$ cat config.mk
export PLATFORM = sky130hd
export DESIGN_NAME = card_reader_frame_parser
export DESIGN_NICKNAME = d
export VERILOG_FILES = /design/src/rtl/core/cfp_pkg.sv /design/src/rtl/core/cfp_front.sv /design/src/rtl/core/cfp_queue.sv /design/src/rtl/core/cfp_back.sv /design/src/rtl/core/card_reader_frame_parser.sv
export VERILOG_INCLUDE_DIRS = /design/src /design/src/rtl/core
export SDC_FILE = /design/constraint.sdc
export NUM_CORES = 1
export LEC_CHECK = 0
export ABC_AREA = 1
export BUFFER_PORTS_ARGS = -buffer_cell sky130_fd_sc_hd__buf_2
export CAP_MARGIN = 20
export CORE_ASPECT_RATIO = 1.5
export CORE_MARGIN = 1
export CORE_UTILIZATION = 50
export DETAILED_ROUTE_END_ITERATION = 6
export PLACE_DENSITY_LB_ADDON = 0.1
export SLEW_MARGIN = 40
export SYNTH_ARGS = -nofsm -noshare
export SYNTH_HDL_FRONTEND = slang
export SYNTH_SLANG_ARGS = --single-unit
$ cat constraint.sdc
create_clock -name clk -period 6.25 [get_ports clk]
set_clock_uncertainty 0.15 [all_clocks]
set_input_delay 1.25 -clock clk [delete_from_list [all_inputs] [get_ports clk]]
set_output_delay 1.25 -clock clk [all_outputs]
set_load 0.05 [all_outputs]
$ cat src/rtl/core/assert_macros.svh
// Assertion macros shared by the frame parser RTL.
// Each macro expects clk and rst in scope of the module that uses it.
`ifndef ASSERT_MACROS_SVH
`define ASSERT_MACROS_SVH

// Condition that holds at every clock edge outside reset.
`define CFP_ASSERT_ALWAYS(label, cond, msg) \
  label: assert property (@(posedge clk) disable iff (rst) (cond)) else $error(msg);

// Antecedent implies consequent at the same edge.
`define CFP_ASSERT_IMPLY(label, ante, cons, msg) \
  label: assert property (@(posedge clk) disable iff (rst) (ante) |-> (cons)) else $error(msg);

// Antecedent implies consequent at the next edge.
`define CFP_ASSERT_NEXT(label, ante, cons, msg) \
  label: assert property (@(posedge clk) disable iff (rst) (ante) |=> (cons)) else $error(msg);

`endif

$ cat src/rtl/core/cfp_pkg.sv
// Shared types, constants and helpers for the card reader frame parser.
// No dependencies.
`default_nettype none

package cfp_pkg;

  localparam int POS_W         = 6;   // byte counter width, holds up to 63
  localparam int MAX_FRAME_DEF = 32;
  localparam int QUEUE_DEPTH   = 2;
  localparam int NUM_PAIRS     = 6;

  localparam logic [7:0] END_BYTE     = 8'h03;
  localparam logic [7:0] START_BYTE   = 8'h02;
  localparam logic [7:0] TYPE_WIEGAND = 8'h32;  // '2'
  localparam logic [7:0] TYPE_EM      = 8'h31;  // '1'
  localparam logic [7:0] MISSING_PAIR = 8'hD0;
  localparam logic [7:0] DIGIT_MAX    = 8'h39;
  localparam logic [7:0] DIGIT_BASE   = 8'h30;
  localparam logic [7:0] ALPHA_BASE   = 8'h37;
  localparam logic [7:0] HDR_BYTE1    = 8'h20;
  localparam logic [7:0] HDR_MASK2    = 8'hfc;
  localparam logic [7:0] HDR_BYTE2    = 8'h04;

  // first and last character positions of the hex field
  localparam logic [POS_W-1:0] HEX_FIRST = POS_W'(3);
  localparam logic [POS_W-1:0] HEX_LAST  = POS_W'(14);
  localparam logic [POS_W-1:0] POS_START = POS_W'(0);
  localparam logic [POS_W-1:0] POS_TYPE  = POS_W'(1);

  localparam logic [2:0] ST_OK          = 3'd0;
  localparam logic [2:0] ST_BAD_START   = 3'd1;
  localparam logic [2:0] ST_EM_CARD     = 3'd2;
  localparam logic [2:0] ST_UNKNOWN     = 3'd3;
  localparam logic [2:0] ST_UNSUPPORTED = 3'd4;

  // one finished frame, handed from front to back
  typedef struct packed {
    logic                          start_ok;
    logic [7:0]                    card_type;
    logic [NUM_PAIRS-1:0][7:0]     pairs;
  } frame_rec_t;

  localparam frame_rec_t REC_CLEAR = '{
    start_ok:  1'b0,
    card_type: 8'h00,
    pairs:     {NUM_PAIRS{MISSING_PAIR}}
  };

  function automatic logic [7:0] char_value(input logic [7:0] c);
    if (c <= DIGIT_MAX) begin
      return c - DIGIT_BASE;
    end
    return c - ALPHA_BASE;
  endfunction

endpackage

`default_nettype wire

$ cat src/rtl/core/cfp_front.sv
// Front end: takes serial bytes, tracks the frame and decodes hex pairs.
// Pushes one frame record into the queue at each frame end. Uses cfp_pkg.
`default_nettype none
`include "assert_macros.svh"

module cfp_front
  import cfp_pkg::*;
#(
  parameter int MAX_FRAME = MAX_FRAME_DEF
) (
  input  wire logic       clk,
  input  wire logic       rst,
  input  wire logic       in_valid,
  output logic            in_ready,
  input  wire logic [7:0] rx_byte,
  input  wire logic       queue_full,
  output logic            push,
  output frame_rec_t      push_rec
);

  logic [POS_W-1:0] pos, pos_next;
  logic [3:0]       pending, pending_next;
  frame_rec_t       cur, cur_next, upd;

  logic [POS_W-1:0] pos_off;
  logic [2:0]       pair_idx;
  logic [7:0]       dec;
  logic [POS_W:0]   pos_inc;
  logic             accept;

  assign in_ready = !queue_full;
  assign accept   = in_valid && in_ready;
  assign pos_off  = pos - HEX_FIRST;
  assign pair_idx = pos_off[3:1];
  assign dec      = char_value(rx_byte);
  assign pos_inc  = {1'b0, pos} + 1'b1;

  always_comb begin
    upd          = cur;
    pending_next = pending;
    if (pos == POS_START) begin
      upd.start_ok = (rx_byte == START_BYTE);
    end else if (pos == POS_TYPE) begin
      upd.card_type = rx_byte;
    end else if (pos >= HEX_FIRST && pos <= HEX_LAST) begin
      if (pos[0]) begin
        // high character: low character still counts as missing
        pending_next         = dec[3:0];
        upd.pairs[pair_idx]  = {dec[3:0], 4'h0} + MISSING_PAIR;
      end else begin
        upd.pairs[pair_idx]  = {pending, 4'h0} + dec;
      end
    end
  end

  always_comb begin
    push     = 1'b0;
    push_rec = cur;
    pos_next = pos;
    cur_next = cur;
    if (accept) begin
      if (rx_byte == END_BYTE) begin
        push     = 1'b1;
        push_rec = cur;
        pos_next = '0;
        cur_next = REC_CLEAR;
      end else if (pos_inc >= (POS_W+1)'(MAX_FRAME)) begin
        push     = 1'b1;
        push_rec = upd;
        pos_next = '0;
        cur_next = REC_CLEAR;
      end else begin
        pos_next = pos_inc[POS_W-1:0];
        cur_next = upd;
      end
    end
  end

  always_ff @(posedge clk) begin
    if (rst) begin
      pos     <= '0;
      pending <= '0;
      cur     <= REC_CLEAR;
    end else begin
      pos <= pos_next;
      cur <= cur_next;
      if (accept && rx_byte != END_BYTE && !push) begin
        pending <= pending_next;
      end else if (push) begin
        pending <= '0;
      end
    end
  end

  `CFP_ASSERT_ALWAYS(a_pos_range, pos < POS_W'(MAX_FRAME), "byte position reached frame limit")
  `CFP_ASSERT_IMPLY(a_no_push_full, push, !queue_full, "frame pushed into full queue")

endmodule

`default_nettype wire

$ cat src/rtl/core/cfp_queue.sv
// Short queue of finished frame records between front and back end.
// Register based, one push and one pop per cycle. Uses cfp_pkg.
`default_nettype none
`include "assert_macros.svh"

module cfp_queue
  import cfp_pkg::*;
#(
  parameter int DEPTH = QUEUE_DEPTH
) (
  input  wire logic       clk,
  input  wire logic       rst,
  input  wire logic       push,
  input  wire frame_rec_t push_rec,
  output logic            full,
  input  wire logic       pop,
  output logic            head_valid,
  output frame_rec_t      head_rec
);

  localparam int PTR_W = (DEPTH > 1) ? $clog2(DEPTH) : 1;
  localparam int CNT_W = $clog2(DEPTH + 1);

  frame_rec_t       entries [DEPTH];
  logic [PTR_W-1:0] wr_ptr, rd_ptr;
  logic [CNT_W-1:0] count;

  assign full       = (count == CNT_W'(DEPTH));
  assign head_valid = (count != '0);
  assign head_rec   = entries[rd_ptr];

  function automatic logic [PTR_W-1:0] ptr_inc(input logic [PTR_W-1:0] p);
    if (p == PTR_W'(DEPTH - 1)) begin
      return '0;
    end
    return p + 1'b1;
  endfunction

  always_ff @(posedge clk) begin
    if (push) begin
      entries[wr_ptr] <= push_rec;
    end
  end

  always_ff @(posedge clk) begin
    if (rst) begin
      wr_ptr <= '0;
      rd_ptr <= '0;
      count  <= '0;
    end else begin
      if (push) begin
        wr_ptr <= ptr_inc(wr_ptr);
      end
      if (pop) begin
        rd_ptr <= ptr_inc(rd_ptr);
      end
      if (push && !pop) begin
        count <= count + 1'b1;
      end else if (pop && !push) begin
        count <= count - 1'b1;
      end
    end
  end

  `CFP_ASSERT_ALWAYS(a_count_range, count <= CNT_W'(DEPTH), "queue count overflow")
  `CFP_ASSERT_IMPLY(a_pop_nonempty, pop, head_valid, "pop from empty queue")

endmodule

`default_nettype wire

$ cat src/rtl/core/cfp_back.sv
// Back end: classifies a finished frame and extracts the 26-bit card fields.
// Holds the result in an output register until taken. Uses cfp_pkg.
`default_nettype none
`include "assert_macros.svh"

module cfp_back
  import cfp_pkg::*;
(
  input  wire logic        clk,
  input  wire logic        rst,
  input  wire logic        head_valid,
  input  wire frame_rec_t  head_rec,
  output logic             pop,
  output logic             out_valid,
  input  wire logic        out_ready,
  output logic [2:0]       frame_status,
  output logic [7:0]       facility_code,
  output logic [15:0]      card_number
);

  logic [2:0]  status_c;
  logic [7:0]  fac_c;
  logic [15:0] num_c;
  logic [7:0]  b0, b1, b2, b3, b4, b5;

  assign b0 = head_rec.pairs[0];
  assign b1 = head_rec.pairs[1];
  assign b2 = head_rec.pairs[2];
  assign b3 = head_rec.pairs[3];
  assign b4 = head_rec.pairs[4];
  assign b5 = head_rec.pairs[5];

  assign pop = head_valid && (!out_valid || out_ready);

  always_comb begin
    fac_c = '0;
    num_c = '0;
    if (!head_rec.start_ok) begin
      status_c = ST_BAD_START;
    end else if (head_rec.card_type == TYPE_WIEGAND) begin
      if (b0 == 8'h00 && b1 == HDR_BYTE1 && (b2 & HDR_MASK2) == HDR_BYTE2) begin
        status_c = ST_OK;
        fac_c    = {b2[0], b3[7:1]};
        num_c    = {b3[0], b4, b5[7:1]};
      end else begin
        status_c = ST_UNSUPPORTED;
      end
    end else if (head_rec.card_type == TYPE_EM) begin
      status_c = ST_EM_CARD;
    end else begin
      status_c = ST_UNKNOWN;
    end
  end

  always_ff @(posedge clk) begin
    if (rst) begin
      out_valid <= 1'b0;
    end else if (pop) begin
      out_valid <= 1'b1;
    end else if (out_ready) begin
      out_valid <= 1'b0;
    end
  end

  always_ff @(posedge clk) begin
    if (pop) begin
      frame_status  <= status_c;
      facility_code <= fac_c;
      card_number   <= num_c;
    end
  end

  `CFP_ASSERT_IMPLY(a_fields_zero, out_valid && frame_status != ST_OK,
    facility_code == 8'h00 && card_number == 16'h0000, "card fields set on failed frame")
  `CFP_ASSERT_NEXT(a_pop_loads, pop, out_valid, "popped frame not presented")

endmodule

`default_nettype wire

$ cat src/rtl/core/card_reader_frame_parser.sv
// Card reader frame parser, top level.
// Channels: input request carries one serial byte (rx_byte) on in_valid/in_ready;
// output request carries one frame result (frame_status, facility_code,
// card_number) on out_valid/out_ready.
// A frame ends on byte 0x03 (not stored) or after MAX_FRAME stored bytes;
// each frame end yields exactly one result.
// Throughput: one byte per cycle; in_ready drops only when the two-entry
// frame queue is full, which happens only when the receiver stalls.
// Result path: the record of a frame is written into the queue when the byte
// that ends the frame is accepted, then loaded into the output register, which
// raises out_valid, once all earlier results have been taken.
// Reset (rst, synchronous) clears the frame in progress, empties the queue
// and drops out_valid. While out_ready is low the result holds steady,
// the queue fills with later frames, and then the input stalls.
// Instantiates cfp_front, cfp_queue, cfp_back; uses cfp_pkg.
`default_nettype none

module card_reader_frame_parser
  import cfp_pkg::*;
#(
  parameter int MAX_FRAME = MAX_FRAME_DEF,
  parameter int Q_DEPTH   = QUEUE_DEPTH
) (
  input  wire logic        clk,
  input  wire logic        rst,
  input  wire logic        in_valid,
  output logic             in_ready,
  input  wire logic [7:0]  rx_byte,
  output logic             out_valid,
  input  wire logic        out_ready,
  output logic [2:0]       frame_status,
  output logic [7:0]       facility_code,
  output logic [15:0]      card_number
);

  logic       q_full;
  logic       q_push;
  frame_rec_t q_push_rec;
  logic       q_pop;
  logic       q_head_valid;
  frame_rec_t q_head_rec;

  cfp_front #(
    .MAX_FRAME(MAX_FRAME)
  ) u_front (
    .clk       (clk),
    .rst       (rst),
    .in_valid  (in_valid),
    .in_ready  (in_ready),
    .rx_byte   (rx_byte),
    .queue_full(q_full),
    .push      (q_push),
    .push_rec  (q_push_rec)
  );

  cfp_queue #(
    .DEPTH(Q_DEPTH)
  ) u_queue (
    .clk       (clk),
    .rst       (rst),
    .push      (q_push),
    .push_rec  (q_push_rec),
    .full      (q_full),
    .pop       (q_pop),
    .head_valid(q_head_valid),
    .head_rec  (q_head_rec)
  );

  cfp_back u_back (
    .clk          (clk),
    .rst          (rst),
    .head_valid   (q_head_valid),
    .head_rec     (q_head_rec),
    .pop          (q_pop),
    .out_valid    (out_valid),
    .out_ready    (out_ready),
    .frame_status (frame_status),
    .facility_code(facility_code),
    .card_number  (card_number)
  );

endmodule

`default_nettype wire
==> flow_summary.ini, run 1 <==
[cts]
cts.repair.resized = 0
numCtsBuffers = 20
tritoncts = yes
cts_hold_buffers = 0
clkTransAtPathRegs_ps = 60
clockBufferDepth = 3
cts_max_level = 1
cts.sinks = 208
clkLatencyLatePin_ps = 490
postCtsSetupRepairBufs = 0
cts-root-buf = clkbuf_16

[outcome]
violations = design-rule violations
status = finished, violations left

[synth]
syn-cell-area_mm2 = 0.00899
synth_top_area_share_pct = 45.8
synth.distinct_cells = 42
synth_edf_count = 137
synth.largest_area_cell = edfxtp_1
synthTopCellsByArea = edfxtp_1, dfxtp_1, nand2_1, a21oi_1, clkbuf_1
synth_warnings = 0
synthTopCellsByCount = nand2_1, edfxtp_1, a21oi_1, clkbuf_1, dfxtp_1
synth_ff_type = edfxtp_1
async_reset_ff_share_pct = 0
syn_inst = 939
synthesis.nets = 968
ys_seq_area_share_pct = 61.6
yosysMostFrequentCell = nand2_1
syn_avg_cell_area_um2 = 9.58
ys_ff_latch = 208

[floorplan]
die_y_um = 166
die_x_um = 111
core-area_mm2 = 0.0175
placementRows = 59
io_pins = 41
start_util_pct = 51.4
fp.dieArea_mm2 = 0.0185

[setup_path]
worstPathArrival_ps = 3900
setup.worst_path.class = input port to register
worstPathMaxFanout = 10
start_kind = input port
required_ps = 6480
endpoint_kind = register

[detailed_routing]
drt.antenna.violating_nets = 0
drt-initial-drc-count = 426
viasPerCell = 5.39
drt-total-wl_mm = 19.5
drc_errors = 7
dr.pass1.iters = 7
vias = 6204
detail_route.wl_per_cell_um = 16.9

[placed_design]
dp_hpwl_mm = 13.1
numPortBuffers = 40
dp_slack_ps = 2120
place.gp.congestion = 0.916

[grt]
grt_pass1_wl_mm = 31.7
grt_max_degree = 62
grt_usage_pct = 21.7
grt_antenna_before_repair = 0
overflow = 0
grt_pass1_vias = 6054

[timing]
final.setup.tns_ps = 0
setup_ws_ps = 2570
rsz0062_at_grt = false
min_period_over_period_pct = 58.8
clock.fmax_ghz = 0.272
period_minus_slack_ps = 3680
finalSetupViolations = 0
timing.slew.headroom_pct = 47.1
worstMarginPinSlew_ps = 785
finalMaxSlewViolations = 0
whs_ps = 321
final-hold-violation-count = 0

[final_layout]
fin_nets = 953
final_layout_size_suffix_gt1_share_pct = 12.2
area_growth_pct = 9.44
num_antenna_cells = 0
nFillCells = 1490

[pwr]
ir_drop_mv = 0.191
fin_total_pwr_mw = 3.65
powerDensity_mw_per_mm2 = 371
p_leak_nw = 3.78

[job]
max_cap_violations = 0

[worst_hold_path]
min_path_type = register to register
-- per-layer routing --
metal	wire (µm)	vias to the layer above	global-route usage, %	share of wire (%)
met5	0	-	0	0
met4	579	0	7.87	3.0
met3	873	44	2.26	4.5
met2	10200	187	39.8	53
met1	7790	2908	26.2	40
li1	-	3065	-	-
-- worst paths after layout --
| path | cells after the start | startpoint | endpoint | slack, ps |
|---|---|---|---|---|
| min reg2reg | 1 | u_queue.rd_ptr | register | 320 |
| min | 1 | u_queue.rd_ptr | register | 320 |
| max | 20 | rx_byte[0] | u_front.cur[7] | 2570 |
| max reg2reg | 7 | u_front.pos[0] | u_queue.entries[1][11] | 2740 |
-- area by class of cell --
cell class              instances  area [µm²]  share of cell area (%)
well taps                     213         267                    2.71
inverters                      54         203                    2.06
repair buffers                 49         275                    2.80
flip-flops and latches        208        5540                    56.3
clock buffers                  24         547                    5.56
clock inverters                12        92.6                   0.941
multi-input cells             591        2920                    29.7
-- state kept, by name, indices dropped and copies added, names as in the netlist, named ones only --
| signal | count |
|---|---|
| u_queue.entries | 110 |
| u_front.cur | 55 |
| u_back.card_number | 16 |
| u_back.facility_code | 8 |
| u_front.pos | 6 |
| u_front.pending | 4 |
| u_back.frame_status | 3 |
| u_queue.count | 2 |
| u_back.out_valid | 1 |
| u_queue.rd_ptr | 1 |
| u_queue.wr_ptr | 1 |
-- kinds of logic after synthesis --
| family | Yosys count | share of synthesized area [%] |
|---|---|---|
| AND/OR/NAND/NOR | 421 | 19.6 |
| buffers and inverters | 140 | 6.39 |
| XOR/XNOR | 10 | 1.18 |
| AO/OA/AOI/OAI | 140 | 8.53 |
| flip-flops | 208 | 61.6 |
| adder cells (fa/ha/maj) | 17 | 2.45 |
| multiplexers | 3 | 0.334 |
-- through the flow --
step | cells | utilization [%] | area, µm²
floorplan | 939 | - | 8990
global placement | 1114 | 52.5 | 9180
detailed placement | 1115 | 52.6 | 9200
CTS | 1151 | 56.2 | 9830
global route | 1151 | 56.2 | 9840
finish | 1151 | 56.2 | 9840
-- worst max-delay path: stages --
cell and delay, ps:
buf_2 140, inv_1 110, ha_1 210, o21ai_1 150, nand2_2 130, nand2_4 130
nor2_1 50, a21oi_1 240, ha_1 290, nand3_1 80, nand2_1 70, or2_2 270
nand2_1 80, inv_1 40, nand2_1 60, nand3_1 240, nand3_1 170, nand2_1 60
nand2_1 50, nand2_1 60
-- where the power goes --
| group | internal [mW] | switching [mW] |
|---|---|---|
| combinational | 0.169 | 0.661 |
| sequential | 1.60 | 0.0596 |
| clock | 0.668 | 0.494 |
-- layout by cell type (no fill, tap or decap), types with 21 or more instances in the layout --
| cell | count |
|---|---|
| a21oi_1 | 86 |
| buf_2 | 40 |
| clkbuf_16 | 21 |
| dfxtp_1 | 71 |
| edfxtp_1 | 137 |
| inv_1 | 46 |
| nand2_1 | 304 |
| nand3_1 | 31 |
| nor2_1 | 40 |
| o21ai_0 | 28 |
Note: power is estimated with default switching activity, not from simulation.
==> run 2: changes to the inputs <==
clock period = 3.8 ns   (was 6.25 ns; I/O delays follow)
==> flow_summary.ini, run 2 (synthesized netlist as in run 1, its figures left out) <==
[grt]
grt_pass1_wl_mm = 30.1
grt_max_degree = 61
grt_usage_pct = 20.4
grt_antenna_before_repair = 0
overflow = 0
grt_pass1_vias = 5972

[floorplan]
io_pins = 41
placementRows = 59
start_util_pct = 51.4
fp.dieArea_mm2 = 0.0185
die_y_um = 166
core-area_mm2 = 0.0175
die_x_um = 111

[timing]
whs_ps = 309
timing.slew.headroom_pct = 54.1
final-hold-violation-count = 0
finalMaxSlewViolations = 0
rsz0062_at_grt = false
min_period_over_period_pct = 82.1
final.setup.tns_ps = 0
worstMarginPinSlew_ps = 687
finalSetupViolations = 0
period_minus_slack_ps = 3120
clock.fmax_ghz = 0.320

[cts]
postCtsSetupRepairBufs = 0
cts.repair.resized = 0
clkTransAtPathRegs_ps = 70
cts-root-buf = clkbuf_16
clkLatencyLatePin_ps = 490
cts.sinks = 208
tritoncts = yes
numCtsBuffers = 20
cts_max_level = 1
clockBufferDepth = 3
cts_hold_buffers = 0

[placed_design]
numPortBuffers = 40
place.gp.congestion = 0.887
dpl_cell_area_mm2 = 0.00922
dp_hpwl_mm = 12.6

[outcome]
violations = design-rule violations
status = finished, violations left

[final_layout]
fin_nets = 957
final_layout_size_suffix_gt1_share_pct = 12.1
mostFrequentLayoutCell = nand2_1
area_growth_pct = 9.67
final_cell_mix = nand2_1, edfxtp_1, a21oi_1
largest_register_ffs = 110
largest-register = u_queue.entries
num_antenna_cells = 0
reg.largest.list = u_queue.entries x110, u_front.cur x55, u_back.card_number x16
final_cell_area_mm2 = 0.00986

[job]
max_cap_violations = 0

[setup_path]
worstPathMaxFanout = 40
start_kind = register
worstPathArrival_ps = 3090
setup.worst_path.class = register to register
endpoint_kind = register
required_ps = 3770

[detailed_routing]
drc_errors = 12
drt.antenna.violating_nets = 0
vias = 6175
drt-initial-drc-count = 519
drt-total-wl_mm = 18.3
viasPerCell = 5.35
detail_route.wl_per_cell_um = 15.9
dr.pass1.iters = 7

[pwr]
powerDensity_mw_per_mm2 = 612
p_leak_nw = 3.80
ir_drop_mv = 0.282

[worst_hold_path]
min_path_type = register to register
run 2: routing by layer:
layer / wire length, µm / vias to the layer above / global-route usage [%]
met5: 0 / - / 0
met4: 692 / 0 / 8.81
met3: 701 / 43 / 1.97
met2: 9610 / 155 / 38.0
met1: 7330 / 2905 / 23.6
li1: - / 3072 / -
run 2: cell type report:
type / instances / area, µm²
clock inverter: 10 / 98.8
multi-input combinational: 591 / 2920
clock buffer: 26 / 544
fill: 1510 / 7630
tap: 213 / 267
inverter: 54 / 203
timing repair buffer: 53 / 298
sequential: 208 / 5540
run 2: power by group:
| group | internal, mW | total, mW | switching (mW) |
|---|---|---|---|
| combinational | 0.291 | 1.35 | 1.06 |
| clock | 1.15 | 1.95 | 0.799 |
| sequential | 2.63 | 2.74 | 0.113 |
run 2: metrics by stage:
step | util, % | setup WS, ps | total power, mW | cells
2_1_floorplan | - | 339 | 3.81 | 939
3_3_place_gp | 52.7 | 369 | 4.13 | 1119
3_5_place_dp | 52.7 | 288 | 4.15 | 1119
4_1_cts | 56.3 | 651 | 6.09 | 1155
5_1_grt | 56.4 | 359 | 6.30 | 1155
6_report | 56.4 | 680 | 6.04 | 1155
run 2: worst paths after layout:
check | start | endpoint | slack [ps] | cells after the start
min reg2reg | u_queue.rd_ptr | u_queue.rd_ptr | 310 | 1
min | u_queue.rd_ptr | u_queue.rd_ptr | 310 | 1
max | u_front.pos[0] | u_queue.entries[0][20] | 680 | 7
max reg2reg | u_front.pos[0] | u_queue.entries[0][20] | 680 | 7
run 2: critical path, cell delays in order, from the launching register on:
cell,delay (ps)
dfxtp_1,760
nand2_1,240
nor3_1,300
o21ai_0,130
o211ai_1,220
nand2_1,290
nor2_4,150
buf_4,450
